$ cat src/design/gbn_pkg.sv
`timescale 1ns / 1ps
// ----------------------------------------------------------------------------
// gbn_pkg: shared types and constants of the go-back-N send window
// Window geometry, command and status codes, the result record and the
// circular pointer helper used by the sequencer.
// ----------------------------------------------------------------------------
package gbn_pkg;

    // Window and sequence geometry
    localparam int WINDOW_DEPTH = 8;
    localparam int SEQ_MODULUS  = 256;
    localparam int SEQ_W        = 8;
    localparam int PTR_W        = (WINDOW_DEPTH > 1) ? $clog2(WINDOW_DEPTH) : 1;
    localparam int OCC_W        = $clog2(WINDOW_DEPTH + 1);
    localparam int CNT_W        = 8;
    localparam int HELD_W       = 4;

    // Command codes
    localparam logic [1:0] CMD_PUSH    = 2'd0;
    localparam logic [1:0] CMD_RECV    = 2'd1;
    localparam logic [1:0] CMD_RESEND  = 2'd2;
    localparam logic [1:0] CMD_TIMEOUT = 2'd3;

    // Status codes
    localparam logic [1:0] STAT_OK      = 2'd0;
    localparam logic [1:0] STAT_FULL    = 2'd1;
    localparam logic [1:0] STAT_NOT_ACK = 2'd2;
    localparam logic [1:0] STAT_GAVE_UP = 2'd3;

    // Configuration register indexes
    localparam logic REG_START_SEQ = 1'b0;
    localparam logic REG_TRY_LIMIT = 1'b1;

    localparam logic [CNT_W-1:0] TRY_LIMIT_RESET = CNT_W'(10);
    localparam logic [CNT_W-1:0] TRY_SAT         = {CNT_W{1'b1}};

    // One result record
    typedef struct packed {
        logic [SEQ_W-1:0]  seq_id;
        logic              is_send;
        logic              last;
        logic [1:0]        status;
        logic [HELD_W-1:0] held;
    } res_t;

    // Add two window pointers modulo the window depth
    function automatic logic [PTR_W-1:0] ptr_add(logic [PTR_W-1:0] a, logic [PTR_W-1:0] b);
        logic [PTR_W:0] s;
        s = {1'b0, a} + {1'b0, b};
        if (s >= (PTR_W+1)'(WINDOW_DEPTH)) begin
            s = s - (PTR_W+1)'(WINDOW_DEPTH);
        end
        return s[PTR_W-1:0];
    endfunction

endpackage

$ cat src/design/gbn_out_reg.sv
`timescale 1ns / 1ps
// ----------------------------------------------------------------------------
// gbn_out_reg: result output register
// Holds one result request for the master side and frees the slot when the
// request is taken, so the sequencer can run on while a result waits.
// ----------------------------------------------------------------------------
module gbn_out_reg
    import gbn_pkg::*;
(
    input  logic        aclk,
    input  logic        aresetn,
    input  logic        load,
    input  res_t        res,
    output logic        free,
    output logic        m_tvalid,
    input  logic        m_tready,
    output logic [15:0] m_tdata,   // seq_id[7:0], is_send[8], held[12:9], zero[15:13]
    output logic        m_tlast,
    output logic [1:0]  m_tuser    // status[1:0]
);

    logic valid_reg;
    logic valid_next;
    res_t res_reg;

    // Slot is free when empty or being drained this cycle
    assign free = !valid_reg || m_tready;

    always_comb begin
        valid_next = valid_reg;
        if (load) begin
            valid_next = 1'b1;
        end else if (m_tready) begin
            valid_next = 1'b0;
        end
    end

    always_ff @(posedge aclk) begin
        if (!aresetn) begin
            valid_reg <= 1'b0;
        end else begin
            valid_reg <= valid_next;
        end
    end

    // Capture payload on load
    always_ff @(posedge aclk) begin
        if (load) begin
            res_reg <= res;
        end
    end

    assign m_tvalid = valid_reg;
    assign m_tdata  = {3'b000, res_reg.held, res_reg.is_send, res_reg.seq_id};
    assign m_tlast  = res_reg.last;
    assign m_tuser  = res_reg.status;

endmodule

$ cat src/design/go_back_n_send_window.sv
`timescale 1ns / 1ps
// ----------------------------------------------------------------------------
// go_back_n_send_window: sender side of a go-back-N sliding window
// Push, cumulative ack, resend round and round timeout on a circular window.
// ----------------------------------------------------------------------------
// Handling: push, non-ack packet and timeout are done in the execute state, and
//   their result is registered in the output slot; an ack reads and compares entries in turn.
// Flow: one request at a time; a resend round emits the held numbers oldest first,
//   each through a read state and an emit state, waiting while the output slot is busy.
// Reset (aresetn low, synchronous): window empty, next number 0, tries 0,
//   try limit 10; window entries themselves are not cleared.
module go_back_n_send_window
    import gbn_pkg::*;
(
    input  logic        aclk,
    input  logic        aresetn,
    // configuration
    input  logic        cfg_we,
    input  logic        cfg_addr,
    input  logic [7:0]  cfg_wdata,
    // request input
    input  logic        s_tvalid,
    output logic        s_tready,
    input  logic [7:0]  s_tdata,    // ack_id[7:0]
    input  logic [2:0]  s_tuser,    // cmd[1:0], ack_flag[2]
    // result output
    output logic        m_tvalid,
    input  logic        m_tready,
    output logic [15:0] m_tdata,    // seq_id[7:0], is_send[8], held[12:9], zero[15:13]
    output logic        m_tlast,
    output logic [1:0]  m_tuser     // status[1:0]
);

    // Sequencer states
    localparam logic [2:0] S_IDLE  = 3'd0;
    localparam logic [2:0] S_EXEC  = 3'd1;
    localparam logic [2:0] S_SREAD = 3'd2;
    localparam logic [2:0] S_SCMP  = 3'd3;
    localparam logic [2:0] S_ACKD  = 3'd4;
    localparam logic [2:0] S_RREAD = 3'd5;
    localparam logic [2:0] S_REMIT = 3'd6;

    logic [2:0]       state_reg, state_next;
    logic [OCC_W-1:0] occ_reg, occ_next;
    logic [PTR_W-1:0] head_reg, head_next;
    logic [OCC_W-1:0] idx_reg, idx_next;
    logic [SEQ_W-1:0] next_seq_reg, next_seq_next;
    logic [CNT_W-1:0] try_reg, try_next;
    logic [CNT_W-1:0] max_att_reg;

    logic [1:0]       cmd_reg;
    logic [7:0]       ack_id_reg;
    logic             ack_flag_reg;

    logic [SEQ_W-1:0] win_mem [WINDOW_DEPTH];
    logic [SEQ_W-1:0] rd_data_reg;
    logic [PTR_W-1:0] rd_addr;
    logic [PTR_W-1:0] wr_addr;
    logic             wr_en;

    logic             out_free;
    logic             out_load;
    res_t             out_res;

    logic             accept;
    logic [CNT_W-1:0] try_inc;
    logic [OCC_W-1:0] idx_inc;

    assign s_tready = (state_reg == S_IDLE);
    assign accept   = s_tvalid && s_tready;
    assign idx_inc  = idx_reg + OCC_W'(1);
    assign try_inc  = (try_reg == TRY_SAT) ? try_reg : try_reg + CNT_W'(1);
    assign rd_addr  = ptr_add(head_reg, idx_reg[PTR_W-1:0]);
    assign wr_addr  = ptr_add(head_reg, occ_reg[PTR_W-1:0]);

    // Window store: one write port, one registered read port
    always_ff @(posedge aclk) begin
        if (wr_en) begin
            win_mem[wr_addr] <= next_seq_reg;
        end
        rd_data_reg <= win_mem[rd_addr];
    end

    // Sequencer
    always_comb begin
        state_next    = state_reg;
        occ_next      = occ_reg;
        head_next     = head_reg;
        idx_next      = idx_reg;
        next_seq_next = next_seq_reg;
        try_next      = try_reg;
        wr_en         = 1'b0;
        out_load      = 1'b0;
        out_res       = '0;
        out_res.last  = 1'b1;
        out_res.held  = HELD_W'(occ_reg);

        unique case (state_reg)
            S_IDLE: begin
                if (accept) begin
                    idx_next   = '0;
                    state_next = S_EXEC;
                end
            end
            S_EXEC: begin
                unique case (cmd_reg)
                    CMD_PUSH: begin
                        if (out_free) begin
                            out_load = 1'b1;
                            if (occ_reg >= OCC_W'(WINDOW_DEPTH)) begin
                                out_res.status = STAT_FULL;
                            end else begin
                                wr_en          = 1'b1;
                                occ_next       = occ_reg + OCC_W'(1);
                                next_seq_next  = (next_seq_reg == SEQ_W'(SEQ_MODULUS - 1)) ?
                                                 '0 : next_seq_reg + SEQ_W'(1);
                                out_res.seq_id  = next_seq_reg;
                                out_res.is_send = 1'b1;
                                out_res.held    = HELD_W'(occ_reg + OCC_W'(1));
                            end
                            state_next = S_IDLE;
                        end
                    end
                    CMD_RECV: begin
                        if (!ack_flag_reg) begin
                            if (out_free) begin
                                out_load       = 1'b1;
                                out_res.seq_id = ack_id_reg;
                                out_res.status = STAT_NOT_ACK;
                                state_next     = S_IDLE;
                            end
                        end else begin
                            try_next   = '0;
                            state_next = (occ_reg == '0) ? S_ACKD : S_SREAD;
                        end
                    end
                    CMD_RESEND: begin
                        if (occ_reg == '0) begin
                            if (out_free) begin
                                out_load   = 1'b1;
                                state_next = S_IDLE;
                            end
                        end else begin
                            state_next = S_RREAD;
                        end
                    end
                    CMD_TIMEOUT: begin
                        if (out_free) begin
                            out_load       = 1'b1;
                            try_next       = try_inc;
                            out_res.status = (try_inc >= max_att_reg) ? STAT_GAVE_UP : STAT_OK;
                            state_next     = S_IDLE;
                        end
                    end
                    default: ;
                endcase
            end
            // Fetch the entry at idx for comparison
            S_SREAD: begin
                state_next = S_SCMP;
            end
            // Compare, drop matched entry and all older ones, advance, or stop at the window end
            S_SCMP: begin
                if (rd_data_reg == ack_id_reg) begin
                    head_next  = ptr_add(rd_addr, PTR_W'(1));
                    occ_next   = occ_reg - idx_inc;
                    state_next = S_ACKD;
                end else if (idx_inc == occ_reg) begin
                    state_next = S_ACKD;
                end else begin
                    idx_next   = idx_inc;
                    state_next = S_SREAD;
                end
            end
            S_ACKD: begin
                if (out_free) begin
                    out_load       = 1'b1;
                    out_res.seq_id = ack_id_reg;
                    state_next     = S_IDLE;
                end
            end
            S_RREAD: begin
                state_next = S_REMIT;
            end
            // Emit one held number, oldest first
            S_REMIT: begin
                if (out_free) begin
                    out_load        = 1'b1;
                    out_res.seq_id  = rd_data_reg;
                    out_res.is_send = 1'b1;
                    out_res.last    = (idx_inc == occ_reg);
                    if (idx_inc == occ_reg) begin
                        state_next = S_IDLE;
                    end else begin
                        idx_next   = idx_inc;
                        state_next = S_RREAD;
                    end
                end
            end
            default: begin
                state_next = S_IDLE;
            end
        endcase
    end

    // Control registers and configuration writes
    always_ff @(posedge aclk) begin
        if (!aresetn) begin
            state_reg    <= S_IDLE;
            occ_reg      <= '0;
            head_reg     <= '0;
            idx_reg      <= '0;
            next_seq_reg <= '0;
            try_reg      <= '0;
            max_att_reg  <= TRY_LIMIT_RESET;
        end else begin
            state_reg <= state_next;
            occ_reg   <= occ_next;
            head_reg  <= head_next;
            idx_reg   <= idx_next;
            try_reg   <= try_next;
            if (cfg_we && cfg_addr == REG_START_SEQ) begin
                next_seq_reg <= SEQ_W'(cfg_wdata);
            end else begin
                next_seq_reg <= next_seq_next;
            end
            if (cfg_we && cfg_addr == REG_TRY_LIMIT) begin
                max_att_reg <= cfg_wdata;
            end
        end
    end

    // Latch the request payload
    always_ff @(posedge aclk) begin
        if (accept) begin
            cmd_reg      <= s_tuser[1:0];
            ack_flag_reg <= s_tuser[2];
            ack_id_reg   <= s_tdata;
        end
    end

    gbn_out_reg u_out (
        .aclk     (aclk),
        .aresetn  (aresetn),
        .load     (out_load),
        .res      (out_res),
        .free     (out_free),
        .m_tvalid (m_tvalid),
        .m_tready (m_tready),
        .m_tdata  (m_tdata),
        .m_tlast  (m_tlast),
        .m_tuser  (m_tuser)
    );

    // Checks
    a_occ_bound: assert property (@(posedge aclk) disable iff (!aresetn)
        occ_reg <= OCC_W'(WINDOW_DEPTH))
        else $error("window occupancy above depth");

    a_load_free: assert property (@(posedge aclk) disable iff (!aresetn)
        out_load |-> out_free)
        else $error("result loaded into a busy output slot");

    a_push_grow: assert property (@(posedge aclk) disable iff (!aresetn)
        (state_reg == S_EXEC && cmd_reg == CMD_PUSH && out_free &&
         occ_reg < OCC_W'(WINDOW_DEPTH))
        |=> occ_reg == $past(occ_reg) + OCC_W'(1))
        else $error("accepted push did not grow the window");

    a_ack_clears_try: assert property (@(posedge aclk) disable iff (!aresetn)
        (state_reg == S_EXEC && cmd_reg == CMD_RECV && ack_flag_reg) |=> try_reg == '0)
        else $error("ack did not clear the try count");

endmodule

$ cat config.mk
export PLATFORM = sky130hd
export DESIGN_NAME = go_back_n_send_window
export DESIGN_NICKNAME = d
export VERILOG_FILES = /design/src/design/gbn_pkg.sv /design/src/design/gbn_out_reg.sv /design/src/design/go_back_n_send_window.sv
export SDC_FILE = /design/constraint.sdc
export NUM_CORES = 1
export LEC_CHECK = 0
export BUFFER_PORTS_ARGS = -buffer_cell sky130_fd_sc_hd__buf_2
export CORE_MARGIN = 5
export CORE_UTILIZATION = 50
export DETAILED_ROUTE_END_ITERATION = 10
export PLACE_DENSITY = 0.7
export SYNTH_ARGS = -nofsm -noshare
export SYNTH_HDL_FRONTEND = slang
export SYNTH_SLANG_ARGS = --single-unit
$ cat constraint.sdc
create_clock -name aclk -period 3.55 [get_ports aclk]
set_input_delay 0.355 -clock aclk [delete_from_list [all_inputs] [get_ports aclk]]
set_output_delay 0.355 -clock aclk [all_outputs]
set_load 0.1 [all_outputs]
Word level (Yosys, flattened, before mapping)
Memories as Yosys holds them, arrays and structs flattened. A register that Yosys moved wholly into a read port is not among the register bits.
Cells that the tools add are included.
Storage, ports and cells
  register bits: 66
  RAM bits: 64
  output and inout port bits: 21
  memories: 1
Cells by class
  add/sub/neg operators: 11
  $lt $le $gt $ge: 5
  equal/unequal tests: 22
  mux-type cells: 65
  bitwise operators: 1
  reduce and logical (&&, ||, !) cells: 24
Memory list
  win_mem: words 8, width 8, rd ports 1, clocked after memory_dff 1, wr ports 1, RTL line go_back_n_send_window.sv:55  | logic [SEQ_W-1:0] win_mem [WINDOW_DEPTH];
Operators by type and width (number)
  two-way mux 8 bit: 11
  two-way mux 4 bit: 10
  two-way mux 3 bit: 12
  one-hot mux 8 bit (2 select lines): 2
  one-hot mux 8 bit (3 select lines): 1
  one-hot mux 3 bit (7 select lines): 1
  two-way mux 9 bit: 2
  adder 8 x 1 -> 8 bit (second input constant): 2
  equality test 8 bit (second input constant): 2
  >= comparator 4 bit (second input constant): 4
  AND reduction 4 bit: 4
  two-way mux 1 bit: 13
  inequality test 2 bit (second input constant): 6
  one-hot mux 4 bit (3 select lines): 1
  nonzero test 2 bit: 6
  two-way mux 10 bit: 1
  equality test 3 bit (second input constant): 3
  one-hot mux 3 bit (3 select lines): 1
  subtractor 3 x 1 -> 3 bit (second input constant): 3
  adder 3 x 3 -> 4 bit: 2
  adder 4 x 1 -> 4 bit (second input constant): 2
  equality test 8 bit: 1
  >= comparator 8 bit: 1
  two-way mux 2 bit: 4
  other kinds (23): 33

Depth between registers and ports, before layout
  word-level depth: 7
  mapped depth: 12
  depth with buffers taken out: 11

By module
Synthesis repeated with hierarchy kept, for this count alone.
Unflattened totals
  cell total of the unflattened synthesis: 556
  area, all modules: 6628.9 um^2
Modules (own cells, without submodules)
  go_back_n_send_window: times used 1, cells each 532, area an instance 6073.3 um^2, seq. area each 3173.0 um^2
  gbn_out_reg: times used 1, cells each 24, area an instance 555.5 um^2, seq. area each 500.5 um^2

Worst setup path before layout
OpenSTA, ideal clock, no wires.
  path kind: register to register
  start: register state_reg[2]
  end: register idx_reg[2]
  setup time: 0.117 ns
  arrival: 4.029 ns
  data required time: 3.433 ns
  slack: -0.596 ns
  stages on the path, launching flop included: 8
  buffers on the path: 1
  path through: dfxtp_1 buf_2 nor3_1 and2_1 nor2_1 a221oi_4 o21ai_0 a32o_1
On the way
  longest elaborated chain between the ends: 4
  elaborated cells between the ends (all ways): 10
  classes of those cells: 5 x eq/ne; 1 x mux; 4 x reduce/logical
Ends and longest elaborated chain
  start, declared: RTL line go_back_n_send_window.sv:43  | logic [2:0] state_reg, state_next;
  start signal, assigned: RTL line go_back_n_send_window.sv:217  | state_reg <= state_next;
  logical NOT 3 bit: RTL line go_back_n_send_window.sv:69  | assign s_tready = (state_reg == S_IDLE);
  named net s_tready: RTL line go_back_n_send_window.sv:23  | output logic s_tready,
  logical AND 1 bit: RTL line go_back_n_send_window.sv:70  | assign accept = s_tvalid && s_tready;
  named net accept: RTL line go_back_n_send_window.sv:65  | logic accept;
  inequality test 2 x 1 -> 1 bit (no source line)
  AND reduction 4 bit (no source line)
  end signal, assigned: RTL line go_back_n_send_window.sv:220  | idx_reg <= idx_next;
  end, declared: RTL line go_back_n_send_window.sv:46  | logic [OCC_W-1:0] idx_reg, idx_next;
The timed path passes the listed nets, and every way through them passes these cells.
A chain may end at the register's enable or synchronous reset.

Worst setup path in the final report
  start: register try_reg[0]
  end: register u_out.res_reg, in the netlist u_out.m_tuser[0] (data pin)
On the way
  longest elaborated chain between the ends: 6
  elaborated cells between the ends (all ways): 7
  classes of those cells: 1 x add/sub; 1 x order compare; 1 x eq/ne; 4 x mux
Ends and longest elaborated chain
  start, declared: RTL line go_back_n_send_window.sv:48  | logic [CNT_W-1:0] try_reg, try_next;
  start signal, assigned: RTL line go_back_n_send_window.sv:221  | try_reg <= try_next;
  adder 8 x 1 -> 8 bit / equality test 8 bit (equally long branches): RTL line go_back_n_send_window.sv:72  | assign try_inc = (try_reg == TRY_SAT) ? try_reg : try_reg + CNT_W'(1);
  two-way mux 8 bit (*): RTL line go_back_n_send_window.sv:72
  >= comparator 8 bit (*): RTL line go_back_n_send_window.sv:151  | out_res.status = (try_inc >= max_att_reg) ? STAT_GAVE_UP : STAT_OK;
  two-way mux 2 bit (*): RTL line go_back_n_send_window.sv:151
  two-way mux 2 bit (*): RTL line go_back_n_send_window.sv:148  | if (out_free) begin
  one-hot mux 2 bit (3 select lines) (*): RTL line go_back_n_send_window.sv:106  | unique case (cmd_reg)
  end signal, assigned: RTL line gbn_out_reg.sv:49  | res_reg <= res;
  end, declared: RTL line gbn_out_reg.sv:24  | res_t res_reg;
Every way passes the cells marked *; elsewhere a longest branch is shown, timed or not.

==> run metrics <==
vias in the first global route=4295; DRT Pass-1 Iters=5; Worst VDD drop=0.348 mV; root buf cell=clkbuf_16; placed cell count=746; fin. max-slew vios=0; IO Count=46; top cells by area, synth=edfxtp_1 42%, dfxtp_1 14%, mux4_2 5.5%, ha_1 4.4%, nand2_1 4.2%; CTS Buffer Depth=2; storage element area=3670 µm²; RR Startpoint=try_reg[0]; global-route wire length before repair=22600 µm; Top reg by flops=win_mem; Overflow after GRT=0; Buf+Inv Stages, Crit Path=0; met2 WL=6420 µm; Max FO, Critical Path=5; sequential fraction of the synthesis area=56.2%; WL/cell=17.7 µm; highest routed layer=met4; Core ar.=12700 µm²; relative slew slack=40.7%; area of the multi-input gates=2650 µm²; CTS buffer count=17; number of stages on the worst setup path=10; initial antenna violation count=0; CP arrival=3.12 ns; worst path required time=3.71 ns; GPL Wtd Cong=0.839; setup TNS=0 ns; Final nets=644; Port Buffers=42; CP Class=reg -> reg; R2R Setup Slk=0.59 ns; startpoint types=register; max reg flops=64; placed wire-length estimate=9620 µm; Synth Flop Type=edfxtp_1; Metal-1 WL=6220 µm; crit share post-route=83.3%; Final Hold Viols=0; WHS Endpoint=cmd_reg[0]; synth-to-layout area growth=14.2%; worst skew pair latency=0.42 ns; status=completed; Slowest-stage cell, CP=nor3_1; depth of the worst register-to-register path=10; drt first-iter violations=397; vias per inst=5.64; most frequent cells in the layout=91 x edfxtp_1, 73 x nand2_1, 47 x dfxtp_1; DRT antenna net count=0; Post-CTS Setup Bufs=0; pre-CTS setup slack=0.613 ns; WHS=0.107 ns; Synth Cell Area=6530 µm²; Slew @ Worst Pin=0.883 ns; worst hold stages=1; htree depth=4; die area=15500 µm²; Max-Cap Viols=0; Initial Util=51.4%; leading area contributor after synthesis=edfxtp_1; ant diodes=0; min setup slack post-route=0.592 ns; Total Wirelength=13700 µm; CTS tree=built; GRT Total Usage=18.6%; Cell Area, Placed=6900 µm²; clock period minus worst slack=2.96 ns; fill cell count=1089; Total Power=3.77 mW; Crit path max-delay family=simple AND/OR/NAND/NOR gates; TritonCTS sink count=138; final setup vio count=0; fmax=0.338 GHz; r2r endpoint=u_out.m_tuser[0]; RSZ-0062 raised after global routing=no; post-layout util=58.7%; LEAKAGE=2.81 nW; CP endpoint kind=register; Yosys reg bits=138; launch point of the worst path=try_reg[0]; Clk pin slew, worst setup/hold paths=0.06 ns; hold path startpoint=s_tuser[0]; PD cells=505 nW/µm²; Cell Chain, Critical Path=ha_1 > nand2_1 > nor3_1 > mux2_2 > ha_1 > a21o_1 > a21oi_1 > o211ai_1 > o211ai_1 > a21oi_1; final std cells w/o fill=778; DR vias=4385; Netlist cell types=61; cells after synthesis=547; Chip Height=124 µm; Rows=41; Remaining DRCs=0; Avg Inst Size Synth=11.9 µm²; post-synth top area share=41.8%; layout cells sized above 1=19.1%; post-CTS sizing=0; CP peak stage delay=0.54 ns; die width=124 µm; pin count of the biggest net entering global routing=29; hold buffer count at CTS=0; Synth async-reset ratio=0%; Clock Skews=0.00704 ns; EDFF count, synth=91; post-route cell area=7460 µm²; most common cell after layout, fill and taps aside=edfxtp_1; Syn. warnings=0; routed length on met3=832 µm; HP Class=in -> reg
[cells by family after synthesis]
kind of cell | Yosys count | share of synthesized area [%]
buf+inv | 49 | 3.41
fa+ha+maj | 26 | 5.32
xor+xnor | 28 | 3.75
mux | 24 | 6.80
compound gates | 101 | 11.1
simple gates | 180 | 13.3
other cells | 1 | 0.0574
flops | 138 | 56.2
[Yosys cell counts, types with 3 or more instances]
| cell | n |
|---|---|
| a211oi_1 | 4 |
| a21o_1 | 6 |
| a21oi_1 | 29 |
| a222oi_1 | 7 |
| a22oi_1 | 4 |
| a31oi_1 | 5 |
| and2_1 | 6 |
| and2b_1 | 4 |
| and3_1 | 5 |
| buf_2 | 4 |
| buf_4 | 5 |
| clkbuf_1 | 13 |
| dfxtp_1 | 47 |
| edfxtp_1 | 91 |
| fa_1 | 3 |
| ha_1 | 23 |
| inv_1 | 22 |
| mux2_2 | 3 |
| mux2i_1 | 5 |
| mux4_2 | 16 |
| nand2_1 | 73 |
| nand2b_1 | 7 |
| nand3_1 | 10 |
| nand4_1 | 6 |
| nor2_1 | 37 |
| nor2b_1 | 4 |
| nor3_1 | 11 |
| nor3b_1 | 3 |
| o211ai_1 | 4 |
| o21a_1 | 3 |
| o21ai_0 | 20 |
| or3_1 | 4 |
| xnor2_1 | 19 |
| xor2_1 | 9 |
[final cells by class]
cell class,count,area share [%]
Multi-Input combinational cell,362,35.5
Timing Repair Buffer,51,3.72
Clock buffer,19,5.94
Sequential cell,138,49.2
Tap cell,172,2.88
Clock inverter,13,1.56
Inverter,23,1.16
[metal layers]
layer,track usage [%],vias to the layer above
li1,-,2108
met1,24.6,2108
met2,28.9,150
met3,5.79,19
met4,7.16,0
met5,0,-
[power breakdown]
group	total (mW)	internal (mW)	switching [mW]
Clock	1.66	0.984	0.673
Sequential	1.81	1.76	0.0465
Combinational	0.304	0.0847	0.219
Total	3.77	2.83	0.939
[how the worst max path moves through the flow]
stage and to:
6_report u_out.m_tuser[0], 5_1_grt u_out.m_tuser[0], 4_1_cts u_out.m_tuser[0], 3_5_place_dp u_out.m_tuser[0], 3_3_place_gp u_out.m_tuser[1], 2_1_floorplan idx_reg[2]
(Power assumes the default switching activity.)
